===== src/sv/circular_deque_macros.svh =====
// Assertion macros used by the circular deque controller.
`ifndef CIRCULAR_DEQUE_MACROS_SVH
`define CIRCULAR_DEQUE_MACROS_SVH
`ifndef SYNTH
// Condition that must hold at every clock edge out of reset.
`define CDQ_ASSERT_ALWAYS(label, cond) \
  label: assert property (@(posedge clk) disable iff (!rst_n) (cond)) \
    else $error("circular_deque: invariant violated");
// Condition in one cycle implies a consequence in the next cycle.
`define CDQ_ASSERT_NEXT(label, ante, cons) \
  label: assert property (@(posedge clk) disable iff (!rst_n) (ante) |=> (cons)) \
    else $error("circular_deque: sequencing violated");
`else
`define CDQ_ASSERT_ALWAYS(label, cond)
`define CDQ_ASSERT_NEXT(label, ante, cons)
`endif
`endif


===== src/sv/cdq_pkg.sv =====
// Package: sizes, command and status codes and types of the circular deque.
`default_nettype none
package cdq_pkg;

  // Ring depth and the widths that follow from it
  localparam int DEPTH  = 8;
  localparam int ADDR_W = (DEPTH > 1) ? $clog2(DEPTH) : 1;
  localparam int CNT_W  = $clog2(DEPTH + 1);
  localparam int DATA_W = 32;

  // Command codes
  localparam logic [1:0] CMD_PUSH_FRONT = 2'd0;
  localparam logic [1:0] CMD_PUSH_BACK  = 2'd1;
  localparam logic [1:0] CMD_POP_FRONT  = 2'd2;
  localparam logic [1:0] CMD_POP_BACK   = 2'd3;

  // Status codes
  localparam logic [1:0] STAT_OK    = 2'd0;
  localparam logic [1:0] STAT_FULL  = 2'd1;
  localparam logic [1:0] STAT_EMPTY = 2'd2;

  // Request from the controller to the ring memory
  typedef struct packed {
    logic              we;
    logic [ADDR_W-1:0] waddr;
    logic [DATA_W-1:0] wdata;
    logic              re;
    logic [ADDR_W-1:0] raddr;
  } ram_req_t;

endpackage
`default_nettype wire


===== src/sv/cdq_if.sv =====
// Channel interfaces: command channel and result channel.
`default_nettype none
interface cdq_in_if import cdq_pkg::*; ();
  logic                     valid;
  logic                     ready;
  logic [1:0]               cmd;
  logic signed [DATA_W-1:0] push_value;

  modport source (output valid, output cmd, output push_value, input ready);
  modport sink   (input valid, input cmd, input push_value, output ready);
endinterface

interface cdq_out_if import cdq_pkg::*; ();
  logic                     valid;
  logic                     ready;
  logic signed [DATA_W-1:0] pop_value;
  logic [1:0]               status;
  logic [3:0]               fill_level;

  modport source (output valid, output pop_value, output status, output fill_level,
                  input ready);
  modport sink   (input valid, input pop_value, input status, input fill_level,
                  output ready);
endinterface
`default_nettype wire


===== src/sv/cdq_ram.sv =====
// Generic simple dual-port RAM, one write port, one registered read port.
`default_nettype none
module cdq_ram #(
  parameter int WIDTH = 32,
  parameter int DEPTH = 8
) (
  input  wire logic                                   clk,
  input  wire logic                                   we,
  input  wire logic [((DEPTH > 1) ? $clog2(DEPTH) : 1)-1:0] waddr,
  input  wire logic [WIDTH-1:0]                       wdata,
  input  wire logic                                   re,
  input  wire logic [((DEPTH > 1) ? $clog2(DEPTH) : 1)-1:0] raddr,
  output logic      [WIDTH-1:0]                       rdata
);

  logic [WIDTH-1:0] mem [DEPTH];
  logic [WIDTH-1:0] rdata_r;

  // Write port
  always_ff @(posedge clk) begin
    if (we) begin
      mem[waddr] <= wdata;
    end
  end

  // Read port, registered output
  always_ff @(posedge clk) begin
    if (re) begin
      rdata_r <= mem[raddr];
    end
  end

  assign rdata = rdata_r;

endmodule
`default_nettype wire


===== src/sv/cdq_ctrl.sv =====
// Deque controller: head/tail/count registers, command decode and result register.
`default_nettype none
`include "circular_deque_macros.svh"
module cdq_ctrl import cdq_pkg::*; (
  input  wire logic        clk,
  input  wire logic        rst_n,
  cdq_in_if.sink           in_ch,
  cdq_out_if.source        out_ch,
  output ram_req_t         ram_req,
  input  wire logic [DATA_W-1:0] rd_data
);

  localparam logic       ST_IDLE = 1'b0;
  localparam logic       ST_PEND = 1'b1;
  localparam logic [ADDR_W-1:0] LAST_IDX = ADDR_W'(DEPTH - 1);
  localparam logic [CNT_W-1:0]  FULL_CNT = CNT_W'(DEPTH);

  logic              state_r, state_nxt;
  logic [ADDR_W-1:0] head_r, head_nxt;
  logic [ADDR_W-1:0] tail_r, tail_nxt;
  logic [CNT_W-1:0]  count_r, count_nxt;

  logic              out_valid_r, out_valid_nxt;
  logic [DATA_W-1:0] out_value_r, out_value_nxt;
  logic [1:0]        out_status_r, out_status_nxt;
  logic [3:0]        out_fill_r, out_fill_nxt;

  logic              accept;
  logic              full;
  logic              empty;
  logic [ADDR_W-1:0] head_up, head_dn, tail_up, tail_dn;

  // Ready only when no pop read is outstanding and the result slot frees up
  assign in_ch.ready = (state_r == ST_IDLE) && (!out_valid_r || out_ch.ready);
  assign accept      = in_ch.valid && in_ch.ready;

  assign full  = (count_r == FULL_CNT);
  assign empty = (count_r == '0);

  // Circular pointer steps
  assign head_up = (head_r == LAST_IDX) ? '0 : head_r + 1'b1;
  assign head_dn = (head_r == '0) ? LAST_IDX : head_r - 1'b1;
  assign tail_up = (tail_r == LAST_IDX) ? '0 : tail_r + 1'b1;
  assign tail_dn = (tail_r == '0) ? LAST_IDX : tail_r - 1'b1;

  // Command decode and next state
  always_comb begin
    state_nxt      = state_r;
    head_nxt       = head_r;
    tail_nxt       = tail_r;
    count_nxt      = count_r;
    out_valid_nxt  = out_valid_r && !out_ch.ready;
    out_value_nxt  = out_value_r;
    out_status_nxt = out_status_r;
    out_fill_nxt   = out_fill_r;
    ram_req.we     = 1'b0;
    ram_req.waddr  = tail_r;
    ram_req.wdata  = in_ch.push_value;
    ram_req.re     = 1'b0;
    ram_req.raddr  = head_r;

    if (state_r == ST_PEND) begin
      // read data is back: pointers and count already moved
      out_valid_nxt  = 1'b1;
      out_value_nxt  = rd_data;
      out_status_nxt = STAT_OK;
      out_fill_nxt   = 4'(count_r);
      state_nxt      = ST_IDLE;
    end else if (accept) begin
      out_value_nxt  = '0;
      out_status_nxt = STAT_OK;
      unique case (in_ch.cmd)
        CMD_PUSH_FRONT: begin
          if (full) begin
            out_status_nxt = STAT_FULL;
          end else begin
            ram_req.we    = 1'b1;
            ram_req.waddr = head_dn;
            head_nxt      = head_dn;
            count_nxt     = count_r + 1'b1;
          end
        end
        CMD_PUSH_BACK: begin
          if (full) begin
            out_status_nxt = STAT_FULL;
          end else begin
            ram_req.we    = 1'b1;
            ram_req.waddr = tail_r;
            tail_nxt      = tail_up;
            count_nxt     = count_r + 1'b1;
          end
        end
        CMD_POP_FRONT: begin
          if (empty) begin
            out_status_nxt = STAT_EMPTY;
          end else begin
            ram_req.re    = 1'b1;
            ram_req.raddr = head_r;
            head_nxt      = head_up;
            count_nxt     = count_r - 1'b1;
          end
        end
        CMD_POP_BACK: begin
          if (empty) begin
            out_status_nxt = STAT_EMPTY;
          end else begin
            ram_req.re    = 1'b1;
            ram_req.raddr = tail_dn;
            tail_nxt      = tail_dn;
            count_nxt     = count_r - 1'b1;
          end
        end
        default: begin
          out_status_nxt = STAT_OK;
        end
      endcase
      out_fill_nxt = 4'(count_nxt);
      if (ram_req.re) begin
        // result follows when the read data returns
        state_nxt     = ST_PEND;
        out_valid_nxt = 1'b0;
      end else begin
        out_valid_nxt = 1'b1;
      end
    end
  end

  // Control registers
  always_ff @(posedge clk) begin
    if (!rst_n) begin
      state_r     <= ST_IDLE;
      head_r      <= '0;
      tail_r      <= '0;
      count_r     <= '0;
      out_valid_r <= 1'b0;
    end else begin
      state_r     <= state_nxt;
      head_r      <= head_nxt;
      tail_r      <= tail_nxt;
      count_r     <= count_nxt;
      out_valid_r <= out_valid_nxt;
    end
  end

  // Result payload
  always_ff @(posedge clk) begin
    out_value_r  <= out_value_nxt;
    out_status_r <= out_status_nxt;
    out_fill_r   <= out_fill_nxt;
  end

  assign out_ch.valid      = out_valid_r;
  assign out_ch.pop_value  = out_value_r;
  assign out_ch.status     = out_status_r;
  assign out_ch.fill_level = out_fill_r;

  // Checks
  `CDQ_ASSERT_ALWAYS(a_count_bound, count_r <= FULL_CNT)
  `CDQ_ASSERT_ALWAYS(a_one_access, !(ram_req.we && ram_req.re))
  `CDQ_ASSERT_NEXT(a_read_pends, ram_req.re, state_r == ST_PEND && !out_valid_r)
  `CDQ_ASSERT_NEXT(a_pend_delivers, state_r == ST_PEND, state_r == ST_IDLE && out_valid_r)

endmodule
`default_nettype wire


===== src/sv/circular_deque.sv =====
// Top level of the circular deque: controller plus ring memory.
//
// Usage:
//   in_ch  carries one command per transaction: cmd (push front, push back,
//          pop front, pop back) and push_value, used by pushes only.
//   out_ch returns exactly one result per command: pop_value (zero unless a
//          pop succeeded), status (ok, full, empty) and fill_level after it.
//   A transaction completes on a rising clk edge with valid and ready high.
// Result timing: a push or a refused command has its result valid in the cycle
//   after acceptance; a successful pop passes through the ring memory read
//   register and the pending state before the data reaches the result register.
// Throughput: one push per cycle while the receiver takes every result; after
//   a successful pop, no new command is taken while its memory read is pending.
// Reset (rst_n low, synchronous): head, tail and count go to zero and the
//   result register empties; the ring contents are left as they are.
// Receiver stall: the result is held in the output register; a new command
//   is taken in the same cycle the pending result is taken, not earlier.
`default_nettype none
module circular_deque import cdq_pkg::*; (
  input  wire logic clk,
  input  wire logic rst_n,
  cdq_in_if.sink    in_ch,
  cdq_out_if.source out_ch
);

  ram_req_t          ram_req;
  logic [DATA_W-1:0] rd_data;

  cdq_ctrl u_ctrl (
    .clk     (clk),
    .rst_n   (rst_n),
    .in_ch   (in_ch),
    .out_ch  (out_ch),
    .ram_req (ram_req),
    .rd_data (rd_data)
  );

  cdq_ram #(
    .WIDTH (DATA_W),
    .DEPTH (DEPTH)
  ) u_ram (
    .clk   (clk),
    .we    (ram_req.we),
    .waddr (ram_req.waddr),
    .wdata (ram_req.wdata),
    .re    (ram_req.re),
    .raddr (ram_req.raddr),
    .rdata (rd_data)
  );

endmodule
`default_nettype wire

===== src/flat_wrapper.sv =====
// flat-port wrapper written by rule: the top's interface ports become plain ports
module circular_deque_flat import cdq_pkg::*;
  (clk, rst_n, in_ch_valid, in_ch_cmd, in_ch_push_value, in_ch_ready, out_ch_valid, out_ch_pop_value, out_ch_status, out_ch_fill_level, out_ch_ready);
  cdq_in_if in_ch_i ();
  cdq_out_if out_ch_i ();
  input  wire logic clk;
  input  wire logic rst_n;
  input wire logic [$bits(in_ch_i.valid)-1:0] in_ch_valid;
  input wire logic [$bits(in_ch_i.cmd)-1:0] in_ch_cmd;
  input wire logic [$bits(in_ch_i.push_value)-1:0] in_ch_push_value;
  output wire logic [$bits(in_ch_i.ready)-1:0] in_ch_ready;
  output wire logic [$bits(out_ch_i.valid)-1:0] out_ch_valid;
  output wire logic [$bits(out_ch_i.pop_value)-1:0] out_ch_pop_value;
  output wire logic [$bits(out_ch_i.status)-1:0] out_ch_status;
  output wire logic [$bits(out_ch_i.fill_level)-1:0] out_ch_fill_level;
  input wire logic [$bits(out_ch_i.ready)-1:0] out_ch_ready;
  assign in_ch_i.valid = in_ch_valid;
  assign in_ch_i.cmd = in_ch_cmd;
  assign in_ch_i.push_value = in_ch_push_value;
  assign in_ch_ready = in_ch_i.ready;
  assign out_ch_valid = out_ch_i.valid;
  assign out_ch_pop_value = out_ch_i.pop_value;
  assign out_ch_status = out_ch_i.status;
  assign out_ch_fill_level = out_ch_i.fill_level;
  assign out_ch_i.ready = out_ch_ready;
  circular_deque u_core (.clk(clk), .rst_n(rst_n), .in_ch(in_ch_i), .out_ch(out_ch_i));
endmodule

===== config.mk =====
export PLATFORM = sky130hd
export DESIGN_NAME = circular_deque_flat
export DESIGN_NICKNAME = d
export VERILOG_FILES = /design/src/sv/cdq_pkg.sv /design/src/sv/cdq_if.sv /design/src/sv/cdq_ram.sv /design/src/sv/cdq_ctrl.sv /design/src/sv/circular_deque.sv /design/src/flat_wrapper.sv
export VERILOG_INCLUDE_DIRS = /design/src /design/src/sv
export SDC_FILE = /design/constraint.sdc
export NUM_CORES = 1
export LEC_CHECK = 0
export BUFFER_PORTS_ARGS = -buffer_cell sky130_fd_sc_hd__buf_2
export CAP_MARGIN = 25
export CORE_MARGIN = 8
export CORE_UTILIZATION = 50
export DETAILED_ROUTE_END_ITERATION = 7
export PLACE_DENSITY = 0.69
export SYNTH_ARGS = -nofsm -noshare
export SYNTH_HDL_FRONTEND = slang
export SYNTH_SLANG_ARGS = --single-unit

===== constraint.sdc =====
create_clock -name clk -period 6.1 [get_ports clk]
set_clock_uncertainty 0.2 [all_clocks]
set_input_delay 1.22 -clock clk [delete_from_list [all_inputs] [get_ports clk]]
set_output_delay 1.22 -clock clk [all_outputs]
set_load 0.01 [all_outputs]

# == Word-level counts from Yosys, hierarchy flattened ==
# Memory sizes are Yosys's and may differ from the RTL's. A register that Yosys moved wholly into a read port is not among the register bits.
# Cells that the tools add are included.
# op_classes
n_addsub,6
eq_ne,10
mux,38
bitwise,3
reduce_logical,19
# ops
operator,count
2-to-1 mux 32 bit,2
2-to-1 mux 4 bit,14
2-to-1 mux 3 bit,8
case mux 4 bit (2 select lines),3
case mux 3 bit (2 select lines),2
AND reduction 5 bit,2
"inequality test 2 bit, second input constant",4
2-to-1 mux 1 bit,7
"adder 3 x 1 -> 3 bit, second input constant",2
"equality test 3 bit, second input constant",2
logical NOT 3 bit,2
nonzero test 2 bit,3
"subtractor 3 x 1 -> 3 bit, second input constant",2
"adder 4 x 1 -> 4 bit, second input constant",1
"equality test 2 bit, second input constant",2
"equality test 4 bit, second input constant",1
logical NOT 4 bit,1
case mux 2 bit (2 select lines),1
OR reduction 2 bit,2
"subtractor 4 x 1 -> 4 bit, second input constant",1
logical AND 1 bit,3
inverter 1 bit,3
OR reduction 3 bit,1
"equality test 2 x 1 -> 1 bit, second input constant",1
5 further kinds,6
# word_totals
regBits,50
mem_bits_rw,256
inputBits,38
out_inout_bits,40
wordCells,85
memories,1
# mem_list
memory,depth,width,read_ports,rd_ports_with_merged_regs,write_ports,line_no,rtl
u_core.u_ram.mem,8,32,1,1,1,cdq_ram.sv:16,logic [WIDTH-1:0] mem [DEPTH];

# == Longest topological paths before layout ==
# logic_depth
depth_word,9
depth_mapped,10
mapped_depth_nobuf,8

# == By module ==
# From an unflattened synthesis, not the netlist that was laid out.
# hier_totals
cells_unflattened,658
area_unflattened_um2,13489.2
# by_module_without_submodules
module,instances,cells_each,area_per_inst_um2,seq_area_each_um2
cdq_ram,1,415,10786.6,8648.3
cdq_ctrl,1,243,2702.6,1361.3

# == Worst setup path before layout ==
# OpenSTA, ideal clock, no wires.
# synth_path
path_type,input -> register
from,input port out_ch_ready
to,memory u_core.u_ram.mem[0][0] (enable)
t_arrival_ns,4.634
path_slack_ns,0.805
cell_stages,6
n_path_buf,0
cell_sequence,nor2b_1 nand2b_1 nor2_1 nand3b_1 mux2_2 nor3_1
# synth_between
elab_chain_len,7
# synth_rtl
item,line_no,rtl
from (decl),flat_wrapper.sv:16,input wire logic [$bits(out_ch_i.ready)-1:0] out_ch_ready;
logical OR 1 bit (*),cdq_ctrl.sv:34,assign in_ch.ready = (state_r == ST_IDLE) && (!out_valid_r || out_ch.ready);
logical AND 1 bit (*),cdq_ctrl.sv:34,
logical AND 1 bit (*),cdq_ctrl.sv:35,assign accept = in_ch.valid && in_ch.ready;
2-to-1 mux 4 bit (*),cdq_ctrl.sv:69,end else if (accept) begin
2-to-1 mux 4 bit (*),cdq_ctrl.sv:62,if (state_r == ST_PEND) begin
2-to-1 mux 1 bit,cdq_ram.sv:21,if (we) begin
2-to-1 mux 1 bit (implied by the code),cdq_ram.sv:22,mem[waddr] <= wdata;
to (decl),cdq_ram.sv:16,
# Every way passes the cells marked *; elsewhere a longest branch is shown, timed or not.

# == Final worst setup path ==
# layout_path
from,input port in_ch_cmd[1]
to,"register u_core.u_ram.rdata_r[0] (netlist: u_core.u_ram.rdata[0]), read port of u_core.u_ram.mem, data pin"
# layout_between
elab_chain_len,6
word_cells_on_any_way,7
# layout_rtl
item,line_no,rtl
from (decl),flat_wrapper.sv:9,input wire logic [$bits(in_ch_i.cmd)-1:0] in_ch_cmd;
equality test 2 bit,cdq_ctrl.sv:72,unique case (in_ch.cmd)
case mux 4 bit (2 select lines) (*),cdq_ctrl.sv:72,
2-to-1 mux 4 bit (*),cdq_ctrl.sv:69,
2-to-1 mux 4 bit (*),cdq_ctrl.sv:62,
2-to-1 mux 4 bit (*),cdq_ctrl.sv:69,
2-to-1 mux 4 bit (*),cdq_ctrl.sv:62,
to (decl),cdq_ram.sv:17,logic [WIDTH-1:0] rdata_r;
# Every way passes the cells marked *; elsewhere a longest branch is shown, timed or not. The select of a mux whose other input is x is not followed.
# A chain may end at the register's enable or synchronous reset.

==> impl_metrics.py <==
metrics = {
    "run_status": {
        "outcome": "completed",
    },
    "route": {
        "vias": 6765,
        "drt-pass1-iter-count": 5,
        "drc": 0,
        "ant_nets": 0,
        "wl_per_cell_microns": 21.7,
        "routed_wl_mm": 26.3,
        "vias_per_cell": 5.60,
        "drt_iter0_markers": 452,
    },
    "finish": {
        "fill_cells": 1986,
        "num_antenna_cells": 0,
        "fin_area_sq_mm": 0.0154,
        "areaGrowthSynthToFinish_pct": 15.1,
        "instances_no_fill": 1209,
        "nNetsFinal": 890,
        "layout_commonest_cell": "edfxtp_1",
        "mostFrequentLayoutCells": "324 x edfxtp_1, 77 x buf_2, 70 x mux2i_1, 37 x mux2_1, 37 x clkbuf_16",
        "drive_gt1_share_pct": 26.4,
    },
    "logic_synthesis": {
        "synth_cells": 745,
        "synth.cell_area_sq_mm": 0.0134,
        "ys.flop_type": "edfxtp_1",
        "synthTopCellsByArea": "edfxtp_1 73%, mux2i_1 5.2%, a221oi_2 3.4%",
        "synth_warnings": 0,
        "synth_top_area_cell": "edfxtp_1",
        "synth_seq_cells": 338,
        "syn_nets": 793,
        "synth_edf_count": 324,
        "synthDistinctLibCells": 46,
        "avgSynthCellArea_sq_um": 18.0,
        "async_flop_share_pct": 0,
        "ys_seq_area_share_pct": 74.7,
        "synth.top_cell.area_share_pct": 72.6,
    },
    "power": {
        "pwr_density_cell_mw_per_mm2": 363,
        "p_sw_mw": 1.33,
        "switching_share_pct": 23.7,
        "p_seq_share_pct": 48.4,
        "power_frac_comb_pct": 12.6,
        "p_leak_nw": 5.18,
        "clkPwrFrac_pct": 39.0,
        "internal_power_mw": 4.28,
        "power_mw": 5.61,
        "ir_worst_vdd_uv": 246,
    },
    "hold_path": {
        "holdPathStages": 2,
        "min_path_type": "flop to flop",
    },
    "placed_design": {
        "io_buffers": 77,
        "dp_slack_ns": 1.56,
        "dpl_cell_area_sq_mm": 0.0142,
        "gp_congestion": 0.735,
        "dp_hpwl_mm": 14.1,
        "dp_cells": 1144,
    },
    "die": {
        "design.portCount": 78,
        "core-area_sq_mm": 0.0267,
        "dieHeight_microns": 180,
        "dieWidth_microns": 180,
        "dieArea_sq_mm": 0.0323,
        "initial_core_util_pct": 50.3,
        "fp-row-count": 60,
    },
    "cts": {
        "htreeDepth": 2,
        "clock_path_buffers": 3,
        "cts_tree": "built",
        "numCtsBuffers": 35,
        "clock_latency_ns": 0.51,
        "hold_buffers": 0,
        "cts_resized": 0,
        "cts_setup_buffers": 0,
        "cts.clk_slew.worst_paths_ns": 0.06,
        "cts_sinks": 338,
        "cts-root-buf": "clkbuf_16",
    },
    "global_route": {
        "track_usage_pct": 16.0,
        "first_global_vias": 6954,
        "grt_pass1_wl_mm": 40.4,
        "grt_overflow": 0,
        "antenna_found_initial": 3,
        "grt_max_degree": 93,
    },
    "sta": {
        "slew_viol_final": 0,
        "rsz0062_at_grt": "no",
        "setup_viol": 0,
        "hold_violations": 0,
        "worstMarginPinSlew_ns": 0.880,
        "setup_ws_ns": 2.11,
        "relSlewSlack_pct": 41.1,
        "fin_crit_sh_pct": 65.4,
        "fmax_mhz": 251,
        "min_period_ns": 3.99,
        "tns_ns": 0,
    },
    "setup_path": {
        "r2r_cells": 8,
        "worstSetupEndpointType": "flop",
        "path_max_fanout": 32,
        "startpoint_type": "input pin",
        "worstSetupPathType": "input pin to flop",
        "cp.arrival_ns": 4.03,
        "cp_data_required_time_ns": 6.15,
        "r2r_slack_ns": 2.28,
    },
    "job": {
        "cap_violations": 0,
    },
}
metal layers:
metal | up-vias | GRT usage (%) | part of all wire (%)
met5 | - | 0 | 0.13
met1 | 3387 | 20.3 | 43
met3 | 45 | 3.51 | 5.3
met4 | 6 | 5.04 | 2.0
met2 | 169 | 27.2 | 50
li1 | 3158 | - | -
state kept, by name, indices dropped and copies added, names as in the netlist:
register	cells
u_core.u_ctrl.out_ch.fill_level	4
u_core.u_ctrl.out_ch.pop_value	32
u_core.u_ctrl.state_r	1
u_core.u_ctrl.out_ch.valid	1
u_core.u_ram.rdata	32
u_core.u_ctrl.out_ch.status	2
u_core.u_ctrl.tail_r	3
u_core.u_ctrl.head_r	3
u_core.u_ctrl.count_r	4
u_core.u_ram.mem	256
logic make-up after synthesis:
family	count (synthesis)	share of synthesized area [%]
AO/OA/AOI/OAI	98	6.69
XOR/XNOR	3	0.196
adder cells (fa/ha/maj)	10	0.933
buffers and inverters	48	2.08
flip-flops	338	74.7
multiplexers	139	11.0
AND/OR/NAND/NOR	109	4.41
final cells by class:
cell class	instances	area, sq um	share of cell area, %
Clock buffer	46	960	6.22
Clock inverter	17	225	1.46
Inverter	12	45.0	0.292
Multi-Input combinational cell	359	3190	20.7
Sequential cell	338	10000	64.9
Tap cell	341	427	2.76
Timing Repair Buffer	96	573	3.71
synthesized netlist by cell type, types with 5 or more instances:
cell	count
a21oi_1	7
mux2i_1	70
edfxtp_1	324
o21ai_0	9
mux2_2	32
inv_1	12
nor2_1	22
dfxtp_1	14
buf_4	5
nor3_1	12
o22ai_1	33
clkbuf_1	14
nand2_1	18
mux2_1	37
buf_2	7
buf_6	5
ha_1	10
a221oi_2	30
and2_1	34
path summary, 6_finish.rpt:
| path | to | startpoint |
|---|---|---|
| hold / removal | u_core.u_ctrl.out_ch.status[1]$_SDFFE_PP0N_ | u_core.u_ctrl.out_ch.status[1]$_SDFFE_PP0N_ |
| setup / recovery | u_core.u_ram.rdata[0]$_DFFE_PP_ | in_ch_cmd[1] |
| setup reg to reg | u_core.u_ram.rdata[0]$_DFFE_PP_ | u_core.u_ctrl.count_r[0]$_SDFFE_PN0P_ |
| hold reg to reg | u_core.u_ctrl.out_ch.status[1]$_SDFFE_PP0N_ | u_core.u_ctrl.out_ch.status[1]$_SDFFE_PP0N_ |
per-stage QoR:
| stage | hold WS [ns] | util [%] |
|---|---|---|
| after floorplan | 0.296 | - |
| after global placement | 0.278 | 53.3 |
| after detailed placement | 0.284 | 53.3 |
| after CTS | 0.300 | 57.7 |
| after global routing | 0.350 | 57.9 |
| final | 0.298 | 57.9 |
power groups by stage:
stage | logic, mW | clock network, mW | registers [mW]
global placement | 0.686 | 0 | 2.76
global route | 0.768 | 2.31 | 2.72
detailed placement | 0.703 | 0 | 2.76
finish | 0.707 | 2.19 | 2.71
CTS | 0.707 | 2.22 | 2.72
floorplan | 0.496 | 0 | 2.78
worst max-delay path: stages:
cell,delay [ns]
buf_2,0.29
nand2_2,0.18
nor4b_4,0.49
mux2i_1,0.64
nand2_2,0.68
o22ai_1,0.48
a221oi_2,0.06
No activity file was read; power rests on OpenSTA's default activity.
